[src/rtl/assert_macros.svh]
// Assertion macros shared by the RTL.
// Define NO_ASSERTIONS to compile every check away.
`ifndef ASSERT_MACROS_SVH
`define ASSERT_MACROS_SVH

`ifndef NO_ASSERTIONS

// Check on every rising clock edge outside of reset.
`define ASSERT_RST(lbl, clk, rst, prop, msg) \
   lbl: assert property (@(posedge clk) disable iff (rst) (prop)) else $error(msg);

// Check on every rising clock edge, reset included.
`define ASSERT_ALWAYS(lbl, clk, prop, msg) \
   lbl: assert property (@(posedge clk) (prop)) else $error(msg);

`else

`define ASSERT_RST(lbl, clk, rst, prop, msg)
`define ASSERT_ALWAYS(lbl, clk, prop, msg)

`endif

`endif

[src/rtl/skse_pkg.sv]
`default_nettype none

package skse_pkg;

   // Default sizing of the key store.
   localparam int DEF_CAPACITY  = 64;
   localparam int DEF_KEY_WIDTH = 32;

   // Width of the failure counters.
   localparam int FAIL_W = 32;

   // Request actions.
   typedef enum logic [1:0] {
      ACT_MEMBER = 2'd0,
      ACT_INSERT = 2'd1,
      ACT_DELETE = 2'd2,
      ACT_CLEAR  = 2'd3
   } action_type;

   // Controller states.
   typedef enum logic [3:0] {
      ST_IDLE,
      ST_SEARCH_RD,
      ST_SEARCH_CMP,
      ST_CHECK_RD,
      ST_CHECK_CMP,
      ST_SHIFT_RD,
      ST_SHIFT_WR,
      ST_PUT,
      ST_DONE
   } state_type;

   // Commands from the controller to the datapath.
   typedef struct packed {
      logic load;        // capture the key and open the search window
      logic clear;       // empty the set
      logic rd_mid;      // read the middle of the search window
      logic step;        // narrow the search window
      logic rd_pos;      // read the entry at the found position
      logic shift_init;  // set up the shift index
      logic shift_rd;    // read the neighbor of the shift index
      logic shift_wr;    // move the read entry into place
      logic ins_dir;     // shift upward for an insert, downward for a delete
      logic put;         // write the new key and grow the set
      logic shrink;      // drop one entry from the set
      logic dup;         // count a duplicate insert
      logic miss;        // count a delete of an absent key
      logic publish;     // load the result register
      logic res_hit;     // hit flag of the result
      logic res_full;    // full reject flag of the result
   } dp_cmd_type;

   // Status from the datapath to the controller.
   typedef struct packed {
      logic search_done;  // search window is empty
      logic found;        // entry at the position equals the key
      logic full;         // store holds its capacity
      logic idx_gt_lo;    // insert shift still has entries to move
      logic idx_last;     // delete shift has reached the last entry
   } dp_status_type;

endpackage

`default_nettype wire

[src/rtl/skse_ifs.sv]
`default_nettype none

// Request channel: one action and one key per transaction.
interface skse_req_if #(
   parameter int KEY_WIDTH = skse_pkg::DEF_KEY_WIDTH
);
   logic                        valid;
   logic                        ready;
   logic [1:0]                  action;
   logic signed [KEY_WIDTH-1:0] key;

   modport source (output valid, output action, output key, input ready);
   modport sink   (input valid, input action, input key, output ready);
endinterface

// Response channel: one result per request.
interface skse_rsp_if #(
   parameter int CNT_W = 7
);
   logic                      valid;
   logic                      ready;
   logic                      hit;
   logic                      full_reject;
   logic [CNT_W-1:0]          entry_count;
   logic                      set_empty;
   logic [skse_pkg::FAIL_W-1:0] failed_inserts;
   logic [skse_pkg::FAIL_W-1:0] failed_deletes;

   modport source (output valid, output hit, output full_reject, output entry_count,
                   output set_empty, output failed_inserts, output failed_deletes,
                   input ready);
   modport sink   (input valid, input hit, input full_reject, input entry_count,
                   input set_empty, input failed_inserts, input failed_deletes,
                   output ready);
endinterface

`default_nettype wire

[src/rtl/sorted_key_set_engine.sv]
`default_nettype none
`include "assert_macros.svh"

// Channel   Direction  Payload
// req_ch    in         action, key
// rsp_ch    out        hit, full_reject, entry_count, set_empty,
//                      failed_inserts, failed_deletes
//
// A request passes through entry and search setup, binary search steps over the held
// entries (at most ceil(log2(count + 1)) steps), a check of the found entry and publishing.
// Insert and delete also move entries through the key store, one read and one write per
// entry, before an insert writes its key; clear goes straight to publishing.
// Synchronous reset empties the set and zeroes both failure counters; the store needs no sweep.
// A finished result waits in its own register, so a new request is taken while it stalls.

module sorted_key_set_engine #(
   parameter int CAPACITY  = skse_pkg::DEF_CAPACITY,
   parameter int KEY_WIDTH = skse_pkg::DEF_KEY_WIDTH
) (
   input  logic       clock,
   input  logic       reset,
   skse_req_if.sink   req_ch,
   skse_rsp_if.source rsp_ch
);
   import skse_pkg::*;

   localparam int CNT_W = $clog2(CAPACITY + 1);
   localparam logic [CNT_W-1:0] CAP_COUNT = CNT_W'(CAPACITY);

   dp_cmd_type    cmd;
   dp_status_type status;
   logic          count_ok;
   logic          reject_ok;
   logic          store_ok;

   // Sequencing of each transaction.
   skse_controller u_ctrl (
      .clock      (clock),
      .reset      (reset),
      .req_valid  (req_ch.valid),
      .req_action (action_type'(req_ch.action)),
      .req_ready  (req_ch.ready),
      .rsp_valid  (rsp_ch.valid),
      .rsp_ready  (rsp_ch.ready),
      .cmd        (cmd),
      .status     (status)
   );

   // Key store, search window, counters and result register.
   skse_datapath #(
      .CAPACITY  (CAPACITY),
      .KEY_WIDTH (KEY_WIDTH),
      .CNT_W     (CNT_W)
   ) u_dp (
      .clock              (clock),
      .reset              (reset),
      .req_key            (req_ch.key),
      .cmd                (cmd),
      .status             (status),
      .rsp_hit            (rsp_ch.hit),
      .rsp_full_reject    (rsp_ch.full_reject),
      .rsp_entry_count    (rsp_ch.entry_count),
      .rsp_set_empty      (rsp_ch.set_empty),
      .rsp_failed_inserts (rsp_ch.failed_inserts),
      .rsp_failed_deletes (rsp_ch.failed_deletes)
   );

   // Conditions watched by the checks below.
   assign count_ok  = !rsp_ch.valid || (rsp_ch.entry_count <= CAP_COUNT);
   assign reject_ok = !(rsp_ch.valid && rsp_ch.hit && rsp_ch.full_reject);
   assign store_ok  = !((cmd.shift_wr || cmd.put) && (cmd.rd_mid || cmd.rd_pos || cmd.shift_rd));

   // The reported count never exceeds the capacity.
   `ASSERT_RST(a_count_bound, clock, reset, count_ok, "entry count above capacity")

   // A refused insert never reports a hit.
   `ASSERT_RST(a_reject_no_hit, clock, reset, reject_ok, "hit and full reject together")

   // Publishing a result returns the controller to taking requests.
   `ASSERT_RST(a_publish_ready, clock, reset, cmd.publish |=> req_ch.ready, "ready low after publish")

   // The store is never written and read in the same cycle.
   `ASSERT_ALWAYS(a_port_excl, clock, store_ok, "store read and written together")

endmodule

`default_nettype wire

[src/rtl/skse_datapath.sv]
`default_nettype none

module skse_datapath #(
   parameter int CAPACITY  = skse_pkg::DEF_CAPACITY,
   parameter int KEY_WIDTH = skse_pkg::DEF_KEY_WIDTH,
   parameter int CNT_W     = $clog2(CAPACITY + 1)
) (
   input  logic                          clock,
   input  logic                          reset,
   input  logic signed [KEY_WIDTH-1:0]   req_key,
   input  skse_pkg::dp_cmd_type          cmd,
   output skse_pkg::dp_status_type       status,
   output logic                          rsp_hit,
   output logic                          rsp_full_reject,
   output logic [CNT_W-1:0]              rsp_entry_count,
   output logic                          rsp_set_empty,
   output logic [skse_pkg::FAIL_W-1:0]   rsp_failed_inserts,
   output logic [skse_pkg::FAIL_W-1:0]   rsp_failed_deletes
);
   import skse_pkg::*;

   localparam int IDX_W = $clog2(CAPACITY);

   // Key store, kept with the sign bit flipped so that unsigned order is signed order.
   logic [KEY_WIDTH-1:0] key_mem [CAPACITY];
   logic [KEY_WIDTH-1:0] rd_data_ff;

   logic [KEY_WIDTH-1:0] key_ff, key_in;
   logic [CNT_W-1:0]     lo_ff, lo_in;
   logic [CNT_W-1:0]     hi_ff, hi_in;
   logic [CNT_W-1:0]     idx_ff, idx_in;
   logic [CNT_W-1:0]     count_ff, count_in;
   logic [FAIL_W-1:0]    dup_ff, dup_in;
   logic [FAIL_W-1:0]    miss_ff, miss_in;

   logic [CNT_W:0]       mid_sum;
   logic [CNT_W-1:0]     mid;
   logic [CNT_W-1:0]     rd_addr;
   logic [CNT_W-1:0]     wr_addr;
   logic [KEY_WIDTH-1:0] wr_data;
   logic                 rd_en;
   logic                 wr_en;

   // Middle of the search window.
   assign mid_sum = {1'b0, lo_ff} + {1'b0, hi_ff};
   assign mid     = mid_sum[CNT_W:1];

   // Memory port selection.
   always_comb begin
      rd_en = cmd.rd_mid | cmd.rd_pos | cmd.shift_rd;
      if (cmd.rd_mid) begin
         rd_addr = mid;
      end else if (cmd.rd_pos) begin
         rd_addr = lo_ff;
      end else if (cmd.ins_dir) begin
         rd_addr = idx_ff - CNT_W'(1);
      end else begin
         rd_addr = idx_ff + CNT_W'(1);
      end
      wr_en = cmd.shift_wr | cmd.put;
      if (cmd.put) begin
         wr_addr = lo_ff;
         wr_data = key_ff;
      end else begin
         wr_addr = idx_ff;
         wr_data = rd_data_ff;
      end
   end

   // Key store with a registered read port.
   always_ff @(posedge clock) begin
      if (wr_en) begin
         key_mem[wr_addr[IDX_W-1:0]] <= wr_data;
      end
      if (rd_en) begin
         rd_data_ff <= key_mem[rd_addr[IDX_W-1:0]];
      end
   end

   // Working registers: key, search window, shift index, count and counters.
   always_comb begin
      key_in   = key_ff;
      lo_in    = lo_ff;
      hi_in    = hi_ff;
      idx_in   = idx_ff;
      count_in = count_ff;
      dup_in   = dup_ff;
      miss_in  = miss_ff;
      if (cmd.load) begin
         key_in = {~req_key[KEY_WIDTH-1], req_key[KEY_WIDTH-2:0]};
         lo_in  = '0;
         hi_in  = count_ff;
      end
      if (cmd.step) begin
         if (rd_data_ff < key_ff) begin
            lo_in = mid + CNT_W'(1);
         end else begin
            hi_in = mid;
         end
      end
      if (cmd.shift_init) begin
         idx_in = cmd.ins_dir ? count_ff : lo_ff;
      end else if (cmd.shift_wr) begin
         idx_in = cmd.ins_dir ? idx_ff - CNT_W'(1) : idx_ff + CNT_W'(1);
      end
      if (cmd.clear) begin
         count_in = '0;
      end else if (cmd.put) begin
         count_in = count_ff + CNT_W'(1);
      end else if (cmd.shrink) begin
         count_in = count_ff - CNT_W'(1);
      end
      if (cmd.dup) begin
         dup_in = dup_ff + FAIL_W'(1);
      end
      if (cmd.miss) begin
         miss_in = miss_ff + FAIL_W'(1);
      end
   end

   always_ff @(posedge clock) begin
      if (reset) begin
         count_ff <= '0;
         dup_ff   <= '0;
         miss_ff  <= '0;
      end else begin
         count_ff <= count_in;
         dup_ff   <= dup_in;
         miss_ff  <= miss_in;
      end
   end

   always_ff @(posedge clock) begin
      key_ff <= key_in;
      lo_ff  <= lo_in;
      hi_ff  <= hi_in;
      idx_ff <= idx_in;
   end

   // Status toward the controller.
   always_comb begin
      status.search_done = (lo_ff == hi_ff);
      status.found       = (lo_ff < count_ff) && (rd_data_ff == key_ff);
      status.full        = (count_ff == CNT_W'(CAPACITY));
      status.idx_gt_lo   = (idx_ff > lo_ff);
      status.idx_last    = ((idx_ff + CNT_W'(1)) >= count_ff);
   end

   // Result register, loaded once the request is finished.
   always_ff @(posedge clock) begin
      if (cmd.publish) begin
         rsp_hit            <= cmd.res_hit;
         rsp_full_reject    <= cmd.res_full;
         rsp_entry_count    <= count_ff;
         rsp_set_empty      <= (count_ff == '0);
         rsp_failed_inserts <= dup_ff;
         rsp_failed_deletes <= miss_ff;
      end
   end

endmodule

`default_nettype wire

[src/rtl/skse_controller.sv]
`default_nettype none

module skse_controller (
   input  logic                    clock,
   input  logic                    reset,
   input  logic                    req_valid,
   input  skse_pkg::action_type    req_action,
   output logic                    req_ready,
   output logic                    rsp_valid,
   input  logic                    rsp_ready,
   output skse_pkg::dp_cmd_type    cmd,
   input  skse_pkg::dp_status_type status
);
   import skse_pkg::*;

   state_type  state_ff, state_in;
   action_type act_ff, act_in;
   logic       hit_ff, hit_in;
   logic       full_ff, full_in;
   logic       rsp_valid_ff, rsp_valid_in;
   logic       out_free;

   // The result register is free when empty or being taken this cycle.
   assign out_free  = !rsp_valid_ff || rsp_ready;
   assign rsp_valid = rsp_valid_ff;

   always_ff @(posedge clock) begin
      if (reset) begin
         state_ff     <= ST_IDLE;
         rsp_valid_ff <= 1'b0;
      end else begin
         state_ff     <= state_in;
         rsp_valid_ff <= rsp_valid_in;
      end
   end

   always_ff @(posedge clock) begin
      act_ff  <= act_in;
      hit_ff  <= hit_in;
      full_ff <= full_in;
   end

   // Next state and datapath commands.
   always_comb begin
      state_in     = state_ff;
      act_in       = act_ff;
      hit_in       = hit_ff;
      full_in      = full_ff;
      cmd          = '0;
      cmd.ins_dir  = (act_ff == ACT_INSERT);
      cmd.res_hit  = hit_ff;
      cmd.res_full = full_ff;
      req_ready    = 1'b0;
      rsp_valid_in = rsp_valid_ff && !rsp_ready;

      unique case (state_ff)
         ST_IDLE: begin
            req_ready = 1'b1;
            if (req_valid) begin
               act_in  = req_action;
               hit_in  = 1'b0;
               full_in = 1'b0;
               if (req_action == ACT_CLEAR) begin
                  cmd.clear = 1'b1;
                  hit_in    = 1'b1;
                  state_in  = ST_DONE;
               end else begin
                  cmd.load = 1'b1;
                  state_in = ST_SEARCH_RD;
               end
            end
         end
         ST_SEARCH_RD: begin
            if (status.search_done) begin
               state_in = ST_CHECK_RD;
            end else begin
               cmd.rd_mid = 1'b1;
               state_in   = ST_SEARCH_CMP;
            end
         end
         ST_SEARCH_CMP: begin
            cmd.step = 1'b1;
            state_in = ST_SEARCH_RD;
         end
         ST_CHECK_RD: begin
            cmd.rd_pos = 1'b1;
            state_in   = ST_CHECK_CMP;
         end
         ST_CHECK_CMP: begin
            state_in = ST_DONE;
            unique case (act_ff)
               ACT_MEMBER: begin
                  hit_in = status.found;
               end
               ACT_INSERT: begin
                  if (status.found) begin
                     cmd.dup = 1'b1;
                  end else if (status.full) begin
                     full_in = 1'b1;
                  end else begin
                     cmd.shift_init = 1'b1;
                     state_in       = ST_SHIFT_RD;
                  end
               end
               ACT_DELETE: begin
                  if (status.found) begin
                     cmd.shift_init = 1'b1;
                     state_in       = ST_SHIFT_RD;
                  end else begin
                     cmd.miss = 1'b1;
                  end
               end
               ACT_CLEAR: begin
                  hit_in = 1'b1;
               end
               default: begin
                  hit_in = 1'b0;
               end
            endcase
         end
         ST_SHIFT_RD: begin
            if (act_ff == ACT_INSERT) begin
               if (status.idx_gt_lo) begin
                  cmd.shift_rd = 1'b1;
                  state_in     = ST_SHIFT_WR;
               end else begin
                  state_in = ST_PUT;
               end
            end else begin
               if (!status.idx_last) begin
                  cmd.shift_rd = 1'b1;
                  state_in     = ST_SHIFT_WR;
               end else begin
                  cmd.shrink = 1'b1;
                  hit_in     = 1'b1;
                  state_in   = ST_DONE;
               end
            end
         end
         ST_SHIFT_WR: begin
            cmd.shift_wr = 1'b1;
            state_in     = ST_SHIFT_RD;
         end
         ST_PUT: begin
            cmd.put  = 1'b1;
            hit_in   = 1'b1;
            state_in = ST_DONE;
         end
         ST_DONE: begin
            if (out_free) begin
               cmd.publish  = 1'b1;
               rsp_valid_in = 1'b1;
               state_in     = ST_IDLE;
            end
         end
         default: begin
            state_in = ST_IDLE;
         end
      endcase
   end

endmodule

`default_nettype wire

[src/flat_wrapper.sv]
// flat-port wrapper written by rule: the top's interface ports become plain ports
module sorted_key_set_engine_flat import skse_pkg::*;
#(
   parameter int CAPACITY  = skse_pkg::DEF_CAPACITY,
   parameter int KEY_WIDTH = skse_pkg::DEF_KEY_WIDTH
)
  (clock, reset, req_ch_valid, req_ch_action, req_ch_key, req_ch_ready, rsp_ch_valid, rsp_ch_hit, rsp_ch_full_reject, rsp_ch_entry_count, rsp_ch_set_empty, rsp_ch_failed_inserts, rsp_ch_failed_deletes, rsp_ch_ready);
  skse_req_if #(.KEY_WIDTH(KEY_WIDTH)) req_ch_i ();
  skse_rsp_if #(.CNT_W(($clog2(CAPACITY + 1)))) rsp_ch_i ();
  input  logic clock;
  input  logic reset;
  input wire logic [$bits(req_ch_i.valid)-1:0] req_ch_valid;
  input wire logic [$bits(req_ch_i.action)-1:0] req_ch_action;
  input wire logic [$bits(req_ch_i.key)-1:0] req_ch_key;
  output wire logic [$bits(req_ch_i.ready)-1:0] req_ch_ready;
  output wire logic [$bits(rsp_ch_i.valid)-1:0] rsp_ch_valid;
  output wire logic [$bits(rsp_ch_i.hit)-1:0] rsp_ch_hit;
  output wire logic [$bits(rsp_ch_i.full_reject)-1:0] rsp_ch_full_reject;
  output wire logic [$bits(rsp_ch_i.entry_count)-1:0] rsp_ch_entry_count;
  output wire logic [$bits(rsp_ch_i.set_empty)-1:0] rsp_ch_set_empty;
  output wire logic [$bits(rsp_ch_i.failed_inserts)-1:0] rsp_ch_failed_inserts;
  output wire logic [$bits(rsp_ch_i.failed_deletes)-1:0] rsp_ch_failed_deletes;
  input wire logic [$bits(rsp_ch_i.ready)-1:0] rsp_ch_ready;
  assign req_ch_i.valid = req_ch_valid;
  assign req_ch_i.action = req_ch_action;
  assign req_ch_i.key = req_ch_key;
  assign req_ch_ready = req_ch_i.ready;
  assign rsp_ch_valid = rsp_ch_i.valid;
  assign rsp_ch_hit = rsp_ch_i.hit;
  assign rsp_ch_full_reject = rsp_ch_i.full_reject;
  assign rsp_ch_entry_count = rsp_ch_i.entry_count;
  assign rsp_ch_set_empty = rsp_ch_i.set_empty;
  assign rsp_ch_failed_inserts = rsp_ch_i.failed_inserts;
  assign rsp_ch_failed_deletes = rsp_ch_i.failed_deletes;
  assign rsp_ch_i.ready = rsp_ch_ready;
  sorted_key_set_engine #(.CAPACITY(CAPACITY), .KEY_WIDTH(KEY_WIDTH)) u_core (.clock(clock), .reset(reset), .req_ch(req_ch_i), .rsp_ch(rsp_ch_i));
endmodule
[config.mk]
export PLATFORM = sky130hd
export DESIGN_NAME = sorted_key_set_engine_flat
export DESIGN_NICKNAME = d
export VERILOG_FILES = /design/src/rtl/skse_pkg.sv /design/src/rtl/skse_ifs.sv /design/src/rtl/sorted_key_set_engine.sv /design/src/rtl/skse_datapath.sv /design/src/rtl/skse_controller.sv /design/src/flat_wrapper.sv
export VERILOG_INCLUDE_DIRS = /design/src /design/src/rtl
export SDC_FILE = /design/constraint.sdc
export NUM_CORES = 2
export LEC_CHECK = 0
export BUFFER_PORTS_ARGS = -buffer_cell sky130_fd_sc_hd__buf_2
export CORE_MARGIN = 8
export CORE_UTILIZATION = 55
export DETAILED_ROUTE_END_ITERATION = 10
export PLACE_DENSITY = 0.72
export SETUP_SLACK_MARGIN = 0.4
export SLEW_MARGIN = 20
export SYNTH_ARGS = -nofsm -noshare
export SYNTH_HDL_FRONTEND = slang
export SYNTH_SLANG_ARGS = --single-unit
export TNS_END_PERCENT = 1
[constraint.sdc]
create_clock -name clock -period 15.2 [get_ports clock]
set_input_delay 0.76 -clock clock [delete_from_list [all_inputs] [get_ports clock]]
set_output_delay 0.76 -clock clock [all_outputs]
set_load 0.01 [all_outputs]
# Word-level counts from Yosys, hierarchy flattened

Memory sizes are Yosys's and may differ from the RTL's. A register that Yosys moved wholly into a read port is not among the register bits.
Index checks and enable logic that the tools add are counted.
Widths: inputs -> output; s select.

Add/subtract/negate cells: 8
Eq/ne operators: 23
Order comparisons: 4
Bitwise operators: 4
Mux-type cells: 71
Reduce and logical (&&, ||, !) cells: 17

Operator list:

| kind                  | count |
|---|---|
| $mux 7                | 12 |
| $add 32x1->32 const B | 2 |
| $mux 1                | 38 |
| $pmux 4 s9            | 1 |
| $eq 32x32->1          | 1 |
| $lt 32x32->1          | 1 |
| $mux 32               | 1 |
| $mux 4                | 8 |
| $add 7x1->7 const B   | 3 |
| $mux 6                | 3 |
| $eq 4x3->1 const B    | 4 |
| $sub 7x1->7 const B   | 2 |
| $ne 2x2->1 const B    | 6 |
| $reduce_and 5->1      | 2 |
| $add 7x7->8           | 1 |
| $eq 4x2->1 const B    | 2 |
| $pmux 4 s2            | 1 |
| $eq 7x7->1            | 1 |
| $eq 7x7->1 const B    | 1 |
| $ge 7x7->1            | 1 |
| $gt 7x7->1            | 1 |
| $logic_not 7->1       | 1 |
| $lt 7x7->1            | 1 |
| $eq 2x2->1 const B    | 3 |
| 19 further kinds      | 30 |

RAM bits: 2,048
Bits of input ports: 38
Bits in registers: 207
Logic and storage cells: 146
Memories kept: 1

Memory list:

| name                | words | bits a word | read ports | clocked after memory_dff | wr ports | RTL line            | source |
|---|---|---|---|---|---|---|---|
| u_core.u_dp.key_mem | 64    | 32          | 1          | 1                        | 1        | skse_datapath.sv:25 | `logic [KEY_WIDTH-1:0] key_mem [CAPACITY];` |

# Longest topological paths before layout

Depth in word-level cells: 7
Gate-level depth with buffers: 15
Gate-level depth less buffers: 12

# Cells and area by module

Synthesis repeated with hierarchy kept, for this count alone.

Cells, all modules: 7,334
Area, all modules: 92,636.3 um^2

By module, submodules not included:

| module          | area each (um^2) | cells an instance | instances | seq. area each (um^2) |
|---|---|---|---|---|
| skse_datapath   | 91,958.2         | 7,249             | 1         | 67,554.8 |
| skse_controller | 678.2            | 85                | 1         | 220.2 |

# Least setup slack after synthesis

Ideal clock, no wire load.

Kind: register to register
From: reg u_core.u_ctrl.state_ff[0]
To: reg u_core.u_dp.rsp_entry_count[0], enable pin
Setup slack: 10.256 ns
Data required time: 14.685 ns
Clock period less this slack: 4.944 ns
Arrival: 4.429 ns
Cell stages (with the launch flop): 4
Path through: dfxtp_1 > buf_2 > or4b_2 > nor2b_1

RTL lines:

| element                | RTL line              | source |
|---|---|---|
| from (decl)            | skse_controller.sv:16 | `state_type state_ff, state_in;` |
| from (signal assigned) | skse_controller.sv:32 | `state_ff <= state_in;` |
| to (signal assigned)   | skse_datapath.sv:154  | `rsp_entry_count <= count_ff;` |
| to (decl)              | skse_datapath.sv:15   | `output logic [CNT_W-1:0] rsp_entry_count,` |

# Final worst setup path

From: reg u_core.u_dp.lo_ff[1]
To: reg u_core.u_dp.rd_data_ff[14], read port of u_core.u_dp.key_mem, data pin

Cells in the longest elaborated chain, start to end: 5
Elaborated cells between the ends (all ways): 12

RTL lines:

| element                                  | RTL line                                      | source |
|---|---|---|
| from (decl)                              | skse_datapath.sv:29                           | `logic [CNT_W-1:0] lo_ff, lo_in;` |
| from (signal assigned)                   | skse_datapath.sv:135                          | `lo_ff <= lo_in;` |
| $gt 7x7->1 or $eq 7x7->1 (tied branches) | skse_datapath.sv:145, skse_datapath.sv:142    |  |
| $mux 1, on equally long branches         | skse_controller.sv:123, skse_controller.sv:74 |  |
| $mux 1, on equally long branches         | skse_controller.sv:122, skse_controller.sv:56 |  |
| $mux 1 or $or 1x1->1 (tied branches)     | skse_controller.sv:56, skse_datapath.sv:50    |  |
| $or 1x1->1                               | skse_datapath.sv:50                           | `rd_en = cmd.rd_mid \| cmd.rd_pos \| cmd.shift_rd;` |
| to (decl)                                | skse_datapath.sv:26                           | `logic [KEY_WIDTH-1:0] rd_data_ff;` |

Several ways; a longest one is shown, not always the timed one.
A chain may end at the register's enable or synchronous reset.

==> flow_metrics.env <==
export IMPL_timing_critical_path_mode_cell="buf_4"
export IMPL_synthesis_nets=4456
export IMPL_synth_cells=4343
export IMPL_first_pass_iters=6
export IMPL_fin_area_sq_mm=0.100
export IMPL_netlist_top_cells_area="edfxtp_1 74%, mux4_2 13%, a22oi_1 2.2%"
export IMPL_cts_tree="built"
export IMPL_final_antenna_net_count=0
export IMPL_place_ws_ns=7.90
export IMPL_drive_gt1_share_pct=25.2
export IMPL_io_buffers=113
export IMPL_rows=147
export IMPL_synth_async_sr_flop_share_pct=0
export IMPL_place_area_sq_mm=0.0931
export IMPL_diodes=0
export IMPL_fin_crit_ns=7.14
export IMPL_syn_avg_cell_area_sq_um=20.5
export IMPL_slew_violations=0
export IMPL_cts_reportedPaths_clkPinSlew_ns=0.06
export IMPL_cts_root_buffer="clkbuf_16"
export IMPL_vias_per_cell=6.56
export IMPL_die_w_microns=418
export IMPL_hold_viol=0
export IMPL_grt_pass1_wl_mm=317
export IMPL_worst_slew_margin_rel_pct=26.1
export IMPL_crit_chain="ha_1, or4_1, o41a_1, o21ai_4, buf_12, buf_4, buf_4, buf_4, mux4_2, a22oi_1, nand2_1, a2111o_1"
export IMPL_power_leakage_nw=31.8
export IMPL_worstSkewPairLatency_ns=0.85
export IMPL_cp_arrival_ns=7.72
export IMPL_setup_viol_count_final=0
export IMPL_stdcell_count=6928
export IMPL_ys_seq_area_share_pct=76.3
export IMPL_yosysTopAreaCell="edfxtp_1"
export IMPL_cp_slowest_stage_delay_ns=0.86
export IMPL_fp_coreArea_sq_mm=0.161
export IMPL_rsz0062_at_grt="false"
export IMPL_worst_ep_required_time_ns=15.78
export IMPL_cts_buffers_inserted=215
export IMPL_htree_num_levels=4
export IMPL_crit_path_start="u_core.u_dp.lo_ff[1]"
export IMPL_dp_hpwl_mm=118
export IMPL_worst_slew_pin_slew_ns=1.11
export IMPL_synth_distinct_cells=66
export IMPL_regToRegSetupSlack_ns=8.06
export IMPL_rr_startpoint="u_core.u_dp.lo_ff[1]"
export IMPL_worstPathMaxFanout=109
export IMPL_finalPower_mw=13.7
export IMPL_setup_slack_ns=8.06
export IMPL_status="finished clean"
export IMPL_post_cts_buffers=0
export IMPL_ir_drop_uv=126
export IMPL_crit_path_top_delay_cell="buf_4"
export IMPL_grt_pass1_vias=45200
export IMPL_drtIter0Drc=6254
export IMPL_skew_ns=0.0446
export IMPL_tns_ns=0
export IMPL_power_density_mw_per_mm2=137
export IMPL_cp_num_cells=12
export IMPL_synth_top_area_share_pct=74.3
export IMPL_crit_end="u_core.u_dp.rd_data_ff[14]"
export IMPL_wl_per_cell_microns=32.0
export IMPL_r2r_end="u_core.u_dp.rd_data_ff[14]"
export IMPL_reg2regPathDepth=12
export IMPL_critPathBufInv=4
export IMPL_worstSetupPathType="flop to flop"
export IMPL_syn_cell_area_sq_mm=0.0888
export IMPL_initial_core_util_pct=55.3
export IMPL_yosys_warnings=0
export IMPL_final_net_count=4695
export IMPL_hp_class="input port to flop"
export IMPL_design_die_area_sq_mm=0.175
export IMPL_grt_start_max_net_pins=152
export IMPL_synth_seq_cells=2287
export IMPL_fmax_mhz=140
export IMPL_final_util_pct=62.3
export IMPL_antenna_found_initial=8
export IMPL_grtUsageTotal_pct=25.0
export IMPL_cts_hold_buf=0
export IMPL_endpoint_kind="flop"
export IMPL_fin_crit_sh_pct=47.0
export IMPL_startpoint_type="flop"
export IMPL_gp_congestion=0.874
export IMPL_clk_path_buf_depth=3
export IMPL_dp_cells=6525
export IMPL_clock_sinks=2287
export IMPL_synth_edf_count=2197
export IMPL_grt_ovfl_total=0
export IMPL_synth_ff_type="edfxtp_1"
export IMPL_cts_resized=0
export IMPL_holdWs_ns=0.0770
export IMPL_path_delay_family="buffers and inverters"
export IMPL_wirelength_mm=222
export IMPL_vias=45400
export IMPL_drc=0
export IMPL_cap_violations=0
export IMPL_die_h_microns=418
export IMPL_area_delta_synth_final_pct=12.6
export IMPL_num_io_pins=114
cells in the mapped netlist (4+ instances only):
cell type	number
and4_1	4
mux2_2	8
mux4_2	513
ha_1	73
nor2b_1	25
nand3b_1	6
xor2_1	29
nor4_1	6
mux2i_1	27
inv_1	70
o31ai_1	12
a21o_1	18
nor2_1	151
a22oi_1	256
a2111o_1	31
o211ai_1	4
o21ai_0	73
nand3_1	34
buf_4	6
a31oi_1	4
nand2_1	156
edfxtp_1	2197
dfxtp_1	90
nand4_1	26
and3_1	17
xnor2_1	28
o21a_1	4
nor3_1	8
or4_1	19
clkbuf_1	108
a21oi_1	144
and2_1	6
buf_2	89
a31o_2	5
or3_1	10
a211oi_1	5
buf_6	12
buf_1	13
nand2b_1	10
placed cells by master, fill, tap and decap left out, drive strengths merged, types with 78 or more instances in the layout:
cell type | Yosys | routed
clkbuf | 108 | 274
inv | 70 | 78
clkinv | 0 | 97
a22oi | 256 | 256
nand2 | 156 | 156
dfxtp | 90 | 90
edfxtp | 2197 | 2197
nor2 | 151 | 151
a21oi | 144 | 144
buf | 120 | 250
mux4 | 513 | 513
flip-flops by register name, summed over array words and instances, names as in the netlist, 2 cells and up:
register	count
u_core.u_dp.rsp_failed_inserts	32
u_core.u_dp.dup_ff	32
u_core.u_dp.lo_ff	7
u_core.u_dp.key_mem	2048
u_core.u_ctrl.state_ff	4
u_core.u_dp.hi_ff	7
u_core.u_dp.rd_data_ff	32
u_core.u_ctrl.act_ff	2
u_core.u_dp.rsp_entry_count	7
u_core.u_dp.key_ff	32
u_core.u_dp.miss_ff	32
u_core.u_dp.idx_ff	7
u_core.u_dp.count_ff	7
u_core.u_dp.rsp_failed_deletes	32
per-layer routing:
layer / track usage (%) / part of all wire (%) / up-vias
li1: - / - / 18600
met5: 0 / 0.012 / -
met4: 9.29 / 3.9 / 4
met3: 4.97 / 9.8 / 422
met1: 33.9 / 38 / 23700
met2: 40.6 / 48 / 2764
how the worst min path moves through the flow:
stage,start,cells after the start,endpoint
2_1_floorplan,u_core.u_ctrl.full_ff,0,u_core.u_dp.rsp_full_reject
3_3_place_gp,u_core.u_dp.dup_ff[31],0,u_core.u_dp.rsp_failed_inserts[31]
3_5_place_dp,u_core.u_dp.dup_ff[30],0,u_core.u_dp.rsp_failed_inserts[30]
4_1_cts,req_ch_key[30],1,u_core.u_dp.key_ff[30]
5_1_grt,req_ch_key[30],1,u_core.u_dp.key_ff[30]
6_report,req_ch_key[30],1,u_core.u_dp.key_ff[30]
cells by family (layout without fill, tap and decap cells):
group / after synthesis / in the layout / synth area share, %
AND/OR/NAND/NOR: 491 / 491 / 2.62
buffers and inverters: 298 / 723 / 1.51
adder cells (fa/ha/maj): 75 / 75 / 1.07
flip-flops: 2287 / 2287 / 76.3
AO/OA/AOI/OAI: 587 / 587 / 4.51
XOR/XNOR: 57 / 57 / 0.562
multiplexers: 548 / 548 / 13.4
power breakdown:
part,internal (mW),switching [mW],total [mW]
Sequential,7.00,0.0259,7.03
Combinational,0.565,0.821,1.39
Clock,2.97,2.32,5.29
cell type report:
class | instances | area, sq um
Inverter | 70 | 265
Sequential cell | 2287 | 67800
Clock inverter | 129 | 1220
Tap cell | 2160 | 2700
Clock buffer | 274 | 5720
Fill cell | 10700 | 60600
Multi-Input combinational cell | 1758 | 20700
Timing Repair Buffer | 250 | 1660
Power figures use the tool's default switching activity.
